**src/design/hssc_pkg.sv**
```systemverilog
// ----------------------------------------------------------------------------
// hssc_pkg: shared types and constants of the Hall six-step commutator
// Register indexes, widths, speed constants and controller/datapath structs.
// ----------------------------------------------------------------------------
package hssc_pkg;

  // PWM duty resolution; duties are taken in their low DUTY_WIDTH bits
  localparam int DUTY_WIDTH = 16;
  localparam logic [15:0] DUTY_MASK = 16'((32'd1 << DUTY_WIDTH) - 32'd1);

  // Speed numerator, 24-bit quotient, one quotient bit per divider step
  localparam logic [23:0] SPEED_NUMERATOR = 24'd10000000;
  localparam int          DIV_STEPS       = 24;

  // Configuration register indexes
  localparam logic [2:0] REG_REVERSE_DIRECTION = 3'd0;
  localparam logic [2:0] REG_DUTY_LOW          = 3'd1;
  localparam logic [2:0] REG_DUTY_HIGH         = 3'd2;
  localparam logic [2:0] REG_HALL_TABLE        = 3'd3;
  localparam logic [2:0] REG_PATTERN_TABLE     = 3'd4;

  localparam logic [31:0] HALL_TABLE_RESET = 32'hFFFF_FFFF;
  localparam logic [3:0]  LAST_POSITION    = 4'd5;

  // Commands from the controller
  typedef struct packed {
    logic accept;     // latch the input item and update edge timing
    logic div_start;  // load the speed divider
    logic div_step;   // one restoring-division step
    logic load_out;   // write the output register
  } ctrl_cmd_t;

  // Status from the datapath
  typedef struct packed {
    logic pos_valid;  // latched Hall state maps to a valid position
    logic step_zero;  // latched step is step 0
    logic out_free;   // output register can take a new item
  } dp_status_t;

endpackage

```
**src/design/hssc_in_if.sv**
```systemverilog
// ----------------------------------------------------------------------------
// hssc_in_if: Hall edge input channel
// Valid/ready channel carrying the Hall state and the edge timestamp.
// ----------------------------------------------------------------------------
interface hssc_in_if;
  logic        valid;
  logic        ready;
  logic [2:0]  hall_state;
  logic [31:0] edge_time_us;

  modport source (output valid, hall_state, edge_time_us, input ready);
  modport sink   (input valid, hall_state, edge_time_us, output ready);
endinterface

```
**src/design/hssc_out_if.sv**
```systemverilog
// ----------------------------------------------------------------------------
// hssc_out_if: commutation result channel
// Valid/ready channel carrying step, six phase levels, interval and speed.
// ----------------------------------------------------------------------------
interface hssc_out_if;
  logic        valid;
  logic        ready;
  logic [2:0]  commutation_step;
  logic [15:0] phase_a_low_level;
  logic [15:0] phase_a_high_level;
  logic [15:0] phase_b_low_level;
  logic [15:0] phase_b_high_level;
  logic [15:0] phase_c_low_level;
  logic [15:0] phase_c_high_level;
  logic [31:0] edge_interval_us;
  logic [23:0] speed_value;

  modport source (output valid, commutation_step, phase_a_low_level, phase_a_high_level,
                  phase_b_low_level, phase_b_high_level, phase_c_low_level,
                  phase_c_high_level, edge_interval_us, speed_value, input ready);
  modport sink   (input valid, commutation_step, phase_a_low_level, phase_a_high_level,
                  phase_b_low_level, phase_b_high_level, phase_c_low_level,
                  phase_c_high_level, edge_interval_us, speed_value, output ready);
endinterface

```
**src/design/hssc_ctrl.sv**
```systemverilog
// ----------------------------------------------------------------------------
// hssc_ctrl: commutator sequencer
// Takes one item at a time, runs the speed divider on step 0 and hands the
// result of a valid item to the output register when it is free.
// ----------------------------------------------------------------------------
module hssc_ctrl
  import hssc_pkg::*;
(
  input  logic       clk,
  input  logic       rst,
  input  logic       in_valid,
  output logic       in_ready,
  input  dp_status_t status,
  output ctrl_cmd_t  cmd
);

  typedef enum logic [1:0] {
    S_IDLE,
    S_CALC,
    S_DIV,
    S_FINISH
  } state_t;

  state_t     state;
  logic [4:0] div_count;

  // state and divider step count
  always_ff @(posedge clk) begin
    if (rst) begin
      state     <= S_IDLE;
      div_count <= '0;
    end else begin
      case (state)
        S_IDLE: begin
          if (in_valid) state <= S_CALC;
        end
        S_CALC: begin
          div_count <= '0;
          if (!status.pos_valid)     state <= S_IDLE;
          else if (status.step_zero) state <= S_DIV;
          else                       state <= S_FINISH;
        end
        S_DIV: begin
          div_count <= div_count + 5'd1;
          if (div_count == 5'(DIV_STEPS - 1)) state <= S_FINISH;
        end
        S_FINISH: begin
          if (status.out_free) state <= S_IDLE;
        end
        default: state <= S_IDLE;
      endcase
    end
  end

  // commands decoded from state
  always_comb begin
    in_ready      = (state == S_IDLE);
    cmd.accept    = (state == S_IDLE) && in_valid;
    cmd.div_start = (state == S_CALC) && status.pos_valid && status.step_zero;
    cmd.div_step  = (state == S_DIV);
    cmd.load_out  = (state == S_FINISH) && status.out_free;
  end

endmodule

```
**src/design/hssc_dp.sv**
```systemverilog
// ----------------------------------------------------------------------------
// hssc_dp: commutator datapath
// Configuration registers, position lookup, edge timing, serial speed
// divider and the output register.
// ----------------------------------------------------------------------------
module hssc_dp
  import hssc_pkg::*;
(
  input  logic        clk,
  input  logic        rst,
  // configuration
  input  logic        cfg_we,
  input  logic [2:0]  cfg_index,
  input  logic [35:0] cfg_data,
  // item in
  input  logic [2:0]  hall_state,
  input  logic [31:0] edge_time_us,
  // control
  input  ctrl_cmd_t   cmd,
  output dp_status_t  status,
  // item out
  input  logic        out_ready,
  output logic        out_valid,
  output logic [2:0]  commutation_step,
  output logic [15:0] phase_a_low_level,
  output logic [15:0] phase_a_high_level,
  output logic [15:0] phase_b_low_level,
  output logic [15:0] phase_b_high_level,
  output logic [15:0] phase_c_low_level,
  output logic [15:0] phase_c_high_level,
  output logic [31:0] edge_interval_us,
  output logic [23:0] speed_value
);

  // configuration registers
  logic        reverse_direction;
  logic [15:0] duty_low;
  logic [15:0] duty_high;
  logic [31:0] hall_position_table;
  logic [35:0] drive_pattern_table;

  // timing state
  logic [31:0] previous_edge_time;
  logic [31:0] revolution_start_time;
  logic [23:0] held_speed;

  // working registers of the current item
  logic        pos_valid;
  logic [2:0]  step;
  logic [31:0] interval;
  logic [31:0] period;
  logic        period_zero;

  // divider
  logic [31:0] div_rem;
  logic [23:0] div_quot;
  logic [32:0] div_trial;
  logic        div_bit;

  // lookup of the incoming item
  logic [3:0]  pos_in;
  logic [2:0]  step_in;
  logic [31:0] period_in;

  logic [5:0]  pattern;
  logic [15:0] level_low;
  logic [15:0] level_high;
  logic [23:0] speed_next;

  // configuration writes
  always_ff @(posedge clk) begin
    if (rst) begin
      reverse_direction   <= 1'b0;
      duty_low            <= '0;
      duty_high           <= '0;
      hall_position_table <= HALL_TABLE_RESET;
      drive_pattern_table <= '0;
    end else if (cfg_we) begin
      case (cfg_index)
        REG_REVERSE_DIRECTION: reverse_direction   <= cfg_data[0];
        REG_DUTY_LOW:          duty_low            <= cfg_data[15:0];
        REG_DUTY_HIGH:         duty_high           <= cfg_data[15:0];
        REG_HALL_TABLE:        hall_position_table <= cfg_data[31:0];
        REG_PATTERN_TABLE:     drive_pattern_table <= cfg_data;
        default: ;
      endcase
    end
  end

  // position lookup and step wrap
  always_comb begin
    pos_in = hall_position_table[{hall_state, 2'b00} +: 4];
    if (reverse_direction)
      step_in = (pos_in == LAST_POSITION) ? 3'd0 : pos_in[2:0] + 3'd1;
    else
      step_in = (pos_in == 4'd0) ? 3'd5 : pos_in[2:0] - 3'd1;
    period_in = edge_time_us - revolution_start_time;
  end

  // latch item, update edge timing
  always_ff @(posedge clk) begin
    if (rst) begin
      previous_edge_time    <= '0;
      revolution_start_time <= '0;
      pos_valid             <= 1'b0;
      step                  <= '0;
    end else if (cmd.accept) begin
      previous_edge_time <= edge_time_us;
      pos_valid          <= (pos_in <= LAST_POSITION);
      step               <= step_in;
      if ((pos_in <= LAST_POSITION) && (step_in == 3'd0))
        revolution_start_time <= edge_time_us;
    end
  end

  always_ff @(posedge clk) begin
    if (cmd.accept) begin
      interval    <= edge_time_us - previous_edge_time;
      period      <= period_in;
      period_zero <= (period_in == 32'd0);
    end
  end

  // restoring divider: SPEED_NUMERATOR / period, one quotient bit per step
  always_comb begin
    div_trial = {div_rem, div_quot[23]};
    div_bit   = (div_trial >= {1'b0, period});
  end

  always_ff @(posedge clk) begin
    if (cmd.div_start) begin
      div_rem  <= '0;
      div_quot <= SPEED_NUMERATOR;
    end else if (cmd.div_step) begin
      div_rem  <= div_bit ? 32'(div_trial - {1'b0, period}) : div_trial[31:0];
      div_quot <= {div_quot[22:0], div_bit};
    end
  end

  // phase levels and speed of the finished item
  always_comb begin
    pattern    = drive_pattern_table[{3'b000, step} * 6'd6 +: 6];
    level_low  = duty_low & DUTY_MASK;
    level_high = duty_high & DUTY_MASK;
    if (step == 3'd0)
      speed_next = period_zero ? SPEED_NUMERATOR : div_quot;
    else
      speed_next = held_speed;
  end

  // output register
  always_ff @(posedge clk) begin
    if (rst) begin
      out_valid  <= 1'b0;
      held_speed <= '0;
    end else if (cmd.load_out) begin
      out_valid  <= 1'b1;
      held_speed <= speed_next;
    end else if (out_ready) begin
      out_valid  <= 1'b0;
    end
  end

  always_ff @(posedge clk) begin
    if (cmd.load_out) begin
      commutation_step   <= step;
      phase_a_low_level  <= pattern[0] ? level_high : 16'd0;
      phase_a_high_level <= pattern[1] ? level_low  : 16'd0;
      phase_b_low_level  <= pattern[2] ? level_high : 16'd0;
      phase_b_high_level <= pattern[3] ? level_low  : 16'd0;
      phase_c_low_level  <= pattern[4] ? level_high : 16'd0;
      phase_c_high_level <= pattern[5] ? level_low  : 16'd0;
      edge_interval_us   <= interval;
      speed_value        <= speed_next;
    end
  end

  // status to the controller
  always_comb begin
    status.pos_valid = pos_valid;
    status.step_zero = (step == 3'd0);
    status.out_free  = !out_valid || out_ready;
  end

endmodule

```
**src/design/hall_six_step_commutator.sv**
```systemverilog
// ----------------------------------------------------------------------------
// hall_six_step_commutator: six-step BLDC commutation from Hall edges
// Send one item per Hall edge on in_ch (Hall state, microsecond timestamp).
// The Hall state is mapped through the position table to a commutation step;
// out_ch gives the step, six phase PWM levels, the edge interval and speed.
// An edge whose table entry is invalid updates edge timing and gives no item.
// Configuration goes through cfg_we/cfg_index/cfg_data; the user must write it
// only while the block idles, as the block itself does not enforce this.
// On step 0 the 24-step serial speed divider runs one quotient bit per cycle.
// One item is in work at a time; in_ch.ready rises again the cycle after the
// result is written, or after an edge with an invalid table entry is checked.
// The output register holds the result until out_ch takes it; a new item
// may be accepted meanwhile and waits for the register before it completes.
// Reset (rst, synchronous): all Hall table entries invalid, duties, pattern,
// direction, timing state and speed cleared, no item pending.
// ----------------------------------------------------------------------------
module hall_six_step_commutator
  import hssc_pkg::*;
(
  input  logic        clk,
  input  logic        rst,
  hssc_in_if.sink     in_ch,
  hssc_out_if.source  out_ch,
  input  logic        cfg_we,
  input  logic [2:0]  cfg_index,
  input  logic [35:0] cfg_data
);

  ctrl_cmd_t  cmd;
  dp_status_t status;

  hssc_ctrl u_ctrl (
    .clk      (clk),
    .rst      (rst),
    .in_valid (in_ch.valid),
    .in_ready (in_ch.ready),
    .status   (status),
    .cmd      (cmd)
  );

  hssc_dp u_dp (
    .clk                (clk),
    .rst                (rst),
    .cfg_we             (cfg_we),
    .cfg_index          (cfg_index),
    .cfg_data           (cfg_data),
    .hall_state         (in_ch.hall_state),
    .edge_time_us       (in_ch.edge_time_us),
    .cmd                (cmd),
    .status             (status),
    .out_ready          (out_ch.ready),
    .out_valid          (out_ch.valid),
    .commutation_step   (out_ch.commutation_step),
    .phase_a_low_level  (out_ch.phase_a_low_level),
    .phase_a_high_level (out_ch.phase_a_high_level),
    .phase_b_low_level  (out_ch.phase_b_low_level),
    .phase_b_high_level (out_ch.phase_b_high_level),
    .phase_c_low_level  (out_ch.phase_c_low_level),
    .phase_c_high_level (out_ch.phase_c_high_level),
    .edge_interval_us   (out_ch.edge_interval_us),
    .speed_value        (out_ch.speed_value)
  );

  // one item in work: no acceptance right after one
  assert property (@(posedge clk) disable iff (rst)
    (in_ch.valid && in_ch.ready) |=> !in_ch.ready)
    else $error("item accepted while previous one in work");

  // divider only runs for a valid step-0 item
  assert property (@(posedge clk) disable iff (rst)
    cmd.div_start |-> (status.pos_valid && status.step_zero))
    else $error("divider started without step 0");

  // a result shows up only from a load
  assert property (@(posedge clk) disable iff (rst)
    $rose(out_ch.valid) |-> $past(cmd.load_out))
    else $error("output valid without load");

  // step stays within 0..5
  assert property (@(posedge clk) disable iff (rst)
    out_ch.valid |-> (out_ch.commutation_step <= 3'd5))
    else $error("commutation step out of range");

endmodule

```
**src/flat_wrapper.sv**
```systemverilog
// flat-port wrapper written by rule: the top's interface ports become plain ports
module hall_six_step_commutator_flat import hssc_pkg::*;
  (clk, rst, cfg_we, cfg_index, cfg_data, in_ch_valid, in_ch_hall_state, in_ch_edge_time_us, in_ch_ready, out_ch_valid, out_ch_commutation_step, out_ch_phase_a_low_level, out_ch_phase_a_high_level, out_ch_phase_b_low_level, out_ch_phase_b_high_level, out_ch_phase_c_low_level, out_ch_phase_c_high_level, out_ch_edge_interval_us, out_ch_speed_value, out_ch_ready);
  hssc_in_if in_ch_i ();
  hssc_out_if out_ch_i ();
  input  logic clk;
  input  logic rst;
  input  logic cfg_we;
  input  logic [2:0] cfg_index;
  input  logic [35:0] cfg_data;
  input wire logic [$bits(in_ch_i.valid)-1:0] in_ch_valid;
  input wire logic [$bits(in_ch_i.hall_state)-1:0] in_ch_hall_state;
  input wire logic [$bits(in_ch_i.edge_time_us)-1:0] in_ch_edge_time_us;
  output wire logic [$bits(in_ch_i.ready)-1:0] in_ch_ready;
  output wire logic [$bits(out_ch_i.valid)-1:0] out_ch_valid;
  output wire logic [$bits(out_ch_i.commutation_step)-1:0] out_ch_commutation_step;
  output wire logic [$bits(out_ch_i.phase_a_low_level)-1:0] out_ch_phase_a_low_level;
  output wire logic [$bits(out_ch_i.phase_a_high_level)-1:0] out_ch_phase_a_high_level;
  output wire logic [$bits(out_ch_i.phase_b_low_level)-1:0] out_ch_phase_b_low_level;
  output wire logic [$bits(out_ch_i.phase_b_high_level)-1:0] out_ch_phase_b_high_level;
  output wire logic [$bits(out_ch_i.phase_c_low_level)-1:0] out_ch_phase_c_low_level;
  output wire logic [$bits(out_ch_i.phase_c_high_level)-1:0] out_ch_phase_c_high_level;
  output wire logic [$bits(out_ch_i.edge_interval_us)-1:0] out_ch_edge_interval_us;
  output wire logic [$bits(out_ch_i.speed_value)-1:0] out_ch_speed_value;
  input wire logic [$bits(out_ch_i.ready)-1:0] out_ch_ready;
  assign in_ch_i.valid = in_ch_valid;
  assign in_ch_i.hall_state = in_ch_hall_state;
  assign in_ch_i.edge_time_us = in_ch_edge_time_us;
  assign in_ch_ready = in_ch_i.ready;
  assign out_ch_valid = out_ch_i.valid;
  assign out_ch_commutation_step = out_ch_i.commutation_step;
  assign out_ch_phase_a_low_level = out_ch_i.phase_a_low_level;
  assign out_ch_phase_a_high_level = out_ch_i.phase_a_high_level;
  assign out_ch_phase_b_low_level = out_ch_i.phase_b_low_level;
  assign out_ch_phase_b_high_level = out_ch_i.phase_b_high_level;
  assign out_ch_phase_c_low_level = out_ch_i.phase_c_low_level;
  assign out_ch_phase_c_high_level = out_ch_i.phase_c_high_level;
  assign out_ch_edge_interval_us = out_ch_i.edge_interval_us;
  assign out_ch_speed_value = out_ch_i.speed_value;
  assign out_ch_i.ready = out_ch_ready;
  hall_six_step_commutator u_core (.clk(clk), .rst(rst), .in_ch(in_ch_i), .out_ch(out_ch_i), .cfg_we(cfg_we), .cfg_index(cfg_index), .cfg_data(cfg_data));
endmodule
```
**config.mk**
```make
export PLATFORM = sky130hd
export DESIGN_NAME = hall_six_step_commutator_flat
export DESIGN_NICKNAME = d
export VERILOG_FILES = /design/src/design/hssc_pkg.sv /design/src/design/hssc_in_if.sv /design/src/design/hssc_out_if.sv /design/src/design/hssc_ctrl.sv /design/src/design/hssc_dp.sv /design/src/design/hall_six_step_commutator.sv /design/src/flat_wrapper.sv
export SDC_FILE = /design/constraint.sdc
export NUM_CORES = 1
export LEC_CHECK = 0
export BUFFER_PORTS_ARGS = -buffer_cell sky130_fd_sc_hd__buf_4
export CORE_ASPECT_RATIO = 0.75
export CORE_MARGIN = 1
export CORE_UTILIZATION = 50
export DETAILED_ROUTE_END_ITERATION = 8
export PLACE_DENSITY = 0.68
export SLEW_MARGIN = 20
export SYNTH_ARGS = -nofsm -noshare
export SYNTH_HDL_FRONTEND = slang
export SYNTH_HIERARCHICAL = 1
export SYNTH_SLANG_ARGS = --single-unit
```
**constraint.sdc**
```tcl
create_clock -name clk -period 5.1 [get_ports clk]
set_clock_uncertainty 0.1 [all_clocks]
set_input_delay 0.51 -clock clk [delete_from_list [all_inputs] [get_ports clk]]
set_output_delay 0.51 -clock clk [all_outputs]
set_load 0.05 [all_outputs]
```
==> flow_metrics.py, run 1 <==
metrics = {
    "outcome": {
        "status": "finished clean",
    },
    "place": {
        "placed_cells": 3021,
        "pre_cts_slack_ns": 0.815,
        "io_buffers": 235,
        "place.gp.congestion": 0.862,
        "dp_hpwl_um": 40400,
    },
    "clocking": {
        "clock_path_buffers": 3,
        "clock_sinks": 477,
        "clk-insertion-delay-late_ns": 0.56,
        "cts_tree": "yes",
        "post_cts_buffers": 0,
        "cts_resized": 0,
        "numCtsBuffers": 47,
        "htreeDepth": 2,
        "clkSlewWorstSetupHoldPaths_ns": 0.06,
        "cts_root_buffer": "clkbuf_16",
        "cts_hold_buf": 0,
    },
    "global_route": {
        "grt_pass1_wl_um": 87200,
        "grt_util_met1_pct": 36.2,
        "use_met2_pct": 35.4,
        "top_usage_layer": "met1",
        "grt_start_max_net_pins": 98,
        "grt_util_met3_pct": 4.10,
        "antenna_found_initial": 2,
        "overflow": 0,
        "grt_pass1_vias": 15698,
        "gr-usage-all-layers_pct": 23.9,
    },
    "yosys": {
        "synth.cells.most_frequent": "nand2_1, dfxtp_1, edfxtp_1",
        "synth_area_per_cell_um2": 9.94,
        "synth_cell_types": 79,
        "synth_edf_count": 220,
        "yosysSeqAreaShare_pct": 51.7,
        "yosysTopAreaCell": "edfxtp_1",
        "ys_async_sr_fraction_pct": 0,
        "synth_warnings": 6,
        "syn-num-nets": 2467,
        "yosys.area.top_type_share_pct": 29.1,
        "synthCells": 2285,
        "ys_seq_elements": 477,
        "synthFlopType": "dfxtp_1",
        "synthesis.area_um2": 22700,
        "synth.top_cells.by_area": "edfxtp_1, dfxtp_1, nand2_1",
        "synth.most_common_cell": "nand2_1",
    },
    "timing": {
        "max_slew_margin_pct": 23.6,
        "drv_slew": 0,
        "hold_viol": 0,
        "setup_viol": 0,
        "fin_crit_sh_pct": 81.5,
        "fin_ws_ns": 0.944,
        "fmax_mhz": 241,
        "worst-slew-pin-transition_ns": 1.14,
        "rsz0062_at_grt": "no",
        "post-route-min-period_ns": 4.16,
        "setup_tns_ns": 0,
    },
    "route": {
        "viasPerCell": 5.52,
        "vias": 17164,
        "drt_wl_total_um": 56700,
        "wl_per_cell_um": 18.3,
        "first_pass_iters": 5,
        "detail-route-antenna-nets": 0,
        "drtIter0Drc": 1385,
        "post-route-drc-count": 0,
    },
    "layout": {
        "syn2layout_area_growth_pct": 17.1,
        "fin_cells": 3108,
        "diodes": 0,
        "fin_nets": 2667,
        "fillers": 3783,
        "drive_gt1_share_pct": 15.1,
    },
    "setup_path": {
        "cp.arrival_ns": 4.36,
        "cp_max_fo": 4,
        "path_class": "flop to flop",
        "ff2ff_setup_slack_ns": 0.94,
        "required_ns": 5.31,
        "cp-start-kind": "flop",
        "critPathCaptureType": "flop",
    },
    "die": {
        "initial_core_util_pct": 50.7,
        "die_area_um2": 46300,
        "row_count": 67,
        "io_pins": 236,
        "core_area_um2": 44800,
        "die_w_um": 248,
        "die_h_um": 187,
    },
    "pwr": {
        "leakage_nw": 10.5,
        "p_per_area_nw_per_um2": 325,
        "peakVddDrop_v": 0.000246,
    },
    "min_path": {
        "hp-class": "input port to flop",
    },
    "job": {
        "max_cap_viol_count": 0,
    },
}
[kinds of logic (layout without fill, tap and decap cells)]
| family | after synthesis | after routing | share of synthesized area, % |
|---|---|---|---|
| AOI/OAI and AO/OA | 407 | 407 | 11.7 |
| xor gates and xnor gates | 87 | 87 | 3.35 |
| adders and majority gates | 103 | 103 | 5.77 |
| buffers and inverters | 233 | 470 | 3.94 |
| DFF | 477 | 477 | 51.7 |
| muxes | 124 | 124 | 6.28 |
| and+or+nand+nor | 854 | 854 | 17.2 |
[layout make-up]
type / instances / area (µm²) / share of cell area (%)
Clock buffer: 67 / 1360 / 5.13
Timing Repair Buffer: 253 / 1930 / 7.27
Tap cell: 586 / 733 / 2.76
Inverter: 131 / 492 / 1.85
Multi-Input combinational cell: 1575 / 10100 / 38.0
Clock inverter: 19 / 214 / 0.805
Sequential cell: 477 / 11800 / 44.2
[worst paths after layout]
path | from | endpoint | cells past startpoint
hold / removal | cfg_data[26] | u_core/u_dp/hall_position_table[26] | 3
setup reg to reg | u_core/u_dp/previous_edge_time[1] | u_core/u_dp/interval[31] | 12
hold reg to reg | u_core/u_dp/interval[4] | u_core/u_dp/edge_interval_us[4] | 0
setup / recovery | u_core/u_dp/previous_edge_time[1] | u_core/u_dp/interval[31] | 12
[flip-flops by register name, summed over array words and instances, names as in the netlist, 24 cells and up, named ones only]
signal / count
u_core/u_dp/held_speed: 24
u_core/u_dp/speed_value: 24
u_core/u_dp/hall_position_table: 32
u_core/u_dp/div_quot: 24
u_core/u_dp/interval: 32
u_core/u_dp/drive_pattern_table: 36
u_core/u_dp/period: 32
u_core/u_dp/div_rem: 32
u_core/u_dp/edge_interval_us: 32
u_core/u_dp/previous_edge_time: 32
u_core/u_dp/revolution_start_time: 32
[report_power, final]
| part | internal (mW) | switching [mW] |
|---|---|---|
| clock | 2.07 | 1.44 |
| combinational | 0.353 | 0.566 |
| sequential | 4.14 | 0.0595 |
| total | 6.56 | 2.07 |
[layer usage]
layer / wire length [µm] / up-vias
li1: - / 8330
met2: 24900 / 562
met3: 3700 / 89
met4: 1140 / 4
met5: 27 / -
met1: 26900 / 8179
[through the flow]
| stage | cell area (µm²) | power (mW) | hold slack (ns) | utilization, % |
|---|---|---|---|---|
| floorplan | 22700 | 4.89 | 0.300 | - |
| global placement | 25000 | 5.16 | 0.304 | 55.8 |
| detailed placement | 25000 | 5.18 | 0.305 | 55.8 |
| CTS | 26600 | 8.71 | 0.0621 | 59.3 |
| global route | 26600 | 8.96 | 0.0836 | 59.4 |
| finish | 26600 | 8.63 | 0.0829 | 59.4 |
[placed cells by master, fill, tap and decap left out, types with 8 or more instances in the layout]
master	instances
xor2_1	40
ha_1	99
nor3_1	13
a211oi_1	8
mux2i_1	102
nand2b_1	19
nand3b_1	18
a21oi_1	174
o21a_1	13
clkbuf_16	49
nand4_1	13
mux4_2	14
mux2_2	8
nand3_1	50
a21o_1	48
inv_1	128
nor2b_1	110
buf_4	251
a311oi_1	24
and3_1	11
o211ai_1	9
edfxtp_1	220
nand2_1	396
nor2_1	181
a31oi_1	11
dfxtp_1	257
o31ai_1	9
clkbuf_1	11
xnor2_1	47
o21bai_1	10
o21ai_0	46
[critical path: stages (launching register included)]
cell	delay, ns
dfxtp_1	0.37
inv_1	0.06
ha_1	0.26
nor2b_1	0.13
o21ai_0	0.29
a21boi_0	0.22
o41ai_1	0.59
a31oi_1	0.27
a2111oi_0	0.68
a211oi_1	0.34
a211o_1	0.35
a21oi_1	0.17
xnor2_1	0.08
(Power assumes the default switching activity.)
==> run 2: changes to the inputs <==
==> constraint.sdc (replaced) <==
create_clock -name clk -period 3.6 [get_ports clk]
set_clock_uncertainty 0.1 [all_clocks]
set_input_delay 0.36 -clock clk [delete_from_list [all_inputs] [get_ports clk]]
set_output_delay 0.36 -clock clk [all_outputs]
set_load 0.05 [all_outputs]
==> run 2 against run 1 <==
Compared with the run above: sequential cell count is the same; via count up 2.7%; sequential share of layout area is 2.3 points lower; final area is 5.5% higher; setup slack worse by 0.93 ns; first-iteration DRC count is 0.22% lower; critical path type unchanged.
==> flow_metrics.py, run 2 (synthesized netlist as in run 1, its figures left out) <==
metrics = {
    "layout": {
        "final_common_cell": "nand2_1",
        "drive_gt1_share_pct": 18.7,
        "largest_register_ffs": 36,
        "largest_register": "u_core/u_dp/drive_pattern_table",
        "fin_cells": 3266,
        "syn2layout_area_growth_pct": 23.4,
        "design_area_um2": 28000,
        "fin_nets": 2823,
        "final_cell_mix": "nand2_1, buf_4, dfxtp_1",
    },
    "die": {
        "die_area_um2": 46300,
        "initial_core_util_pct": 50.7,
        "die_h_um": 187,
        "die_w_um": 248,
        "io_pins": 236,
        "core_area_um2": 44800,
        "row_count": 67,
    },
    "place": {
        "placed_area_um2": 25700,
        "place.gp.congestion": 0.901,
        "dp_hpwl_um": 41100,
        "io_buffers": 235,
        "pre_cts_slack_ns": -0.482,
        "placed_cells": 3119,
    },
    "clocking": {
        "clk-insertion-delay-late_ns": 0.58,
        "clkSlewWorstSetupHoldPaths_ns": 0.07,
        "clock_sinks": 477,
        "clock_path_buffers": 3,
        "cts_tree": "yes",
        "cts_root_buffer": "clkbuf_16",
        "numCtsBuffers": 47,
        "htreeDepth": 2,
    },
    "setup_path": {
        "required_ns": 3.90,
        "cp.arrival_ns": 3.89,
        "path_class": "flop to flop",
        "cp-start-kind": "flop",
        "critPathCaptureType": "flop",
        "cp_max_fo": 2,
    },
    "timing": {
        "whs_ns": 0.0531,
        "fin_ws_ns": 0.00942,
        "hold_viol": 0,
        "setup_tns_ns": 0,
        "worst-slew-pin-transition_ns": 1.03,
        "setup_viol": 0,
        "drv_slew": 0,
        "rsz0062_at_grt": "yes",
        "max_slew_margin_pct": 31.2,
        "fmax_mhz": 279,
        "fin_crit_sh_pct": 99.7,
        "post-route-min-period_ns": 3.59,
    },
    "global_route": {
        "grt_pass1_wl_um": 89800,
        "grt_start_max_net_pins": 103,
        "gr-usage-all-layers_pct": 24.3,
        "grt_pass1_vias": 16482,
        "overflow": 0,
        "antenna_found_initial": 0,
    },
    "min_path": {
        "hp-class": "input port to flop",
    },
    "route": {
        "vias": 17633,
        "post-route-drc-count": 0,
        "detail-route-antenna-nets": 0,
        "drt_wl_total_um": 58200,
        "drtIter0Drc": 1382,
        "first_pass_iters": 7,
        "viasPerCell": 5.40,
        "wl_per_cell_um": 17.8,
    },
    "pwr": {
        "p_per_area_nw_per_um2": 435,
        "peakVddDrop_v": 0.000414,
        "leakage_nw": 11.2,
    },
    "job": {
        "max_cap_viol_count": 0,
    },
    "outcome": {
        "status": "finished clean",
    },
}
==> run 2: what timing repair did <==
action	4_1_cts	5_1_grt
buffers inserted	0	4
setup endpoints to repair	5	43
hold endpoints to repair	124	0
pin swaps	1	13
gates cloned	0	2
hold buffers	53	0
gates resized for setup	6	39
==> run 2: final cells by class <==
cell class                      instances  area, µm²
Fill cell                            3682      16700
Timing Repair inverter                  1       7.51
Clock buffer                           71       1340
Tap cell                              586        733
Clock inverter                         16        143
Sequential cell                       477      11800
Antenna cell                            1       2.50
Multi-Input combinational cell       1575      10300
Inverter                              131        504
Timing Repair Buffer                  408       3270
==> run 2: where the power goes <==
part / internal [mW] / leakage, nW / total, mW / switching, mW
clock network: 2.66 / 0.718 / 4.75 / 2.09
logic: 0.630 / 6.15 / 1.47 / 0.843
registers: 5.87 / 4.32 / 5.96 / 0.0970
==> run 2: worst max-delay path: stages (launching register included) <==
cell and delay (ns):
dfxtp_1 0.37, inv_1 0.06, ha_1 0.30, a21oi_2 0.14, o21ai_1 0.10, a22o_1 0.27, or2_0 0.24, or3_4 0.36
a2111oi_4 0.34, nand4bb_1 0.15, or4b_4 0.54, nor4_4 0.14, nand4b_1 0.13, nor4_2 0.17
==> run 2: final timing paths <==
check | start | to | slack (ns) | cells after the start
max reg2reg | u_core/u_dp/revolution_start_time[11] | u_core/u_dp/period_zero | 0.009 | 13
min reg2reg | u_core/u_dp/interval[6] | u_core/u_dp/edge_interval_us[6] | 0.32 | 0
max | u_core/u_dp/revolution_start_time[11] | u_core/u_dp/period_zero | 0.009 | 13
min | in_ch_edge_time_us[8] | u_core/u_dp/revolution_start_time[8] | 0.05 | 4
==> run 2: metal layers <==
metal	GRT usage (%)	part of all wire (%)
met5	0	0
met4	4.43	1.2
met3	3.44	6.3
met2	37.1	45
met1	36.7	48
==> run 2: through the flow <==
step	power, mW	util, %
2_1_floorplan	6.93	-
3_3_place_gp	7.43	57.5
3_5_place_dp	7.45	57.5
4_1_cts	12.3	62.1
5_1_grt	12.6	62.6
6_report	12.2	62.6
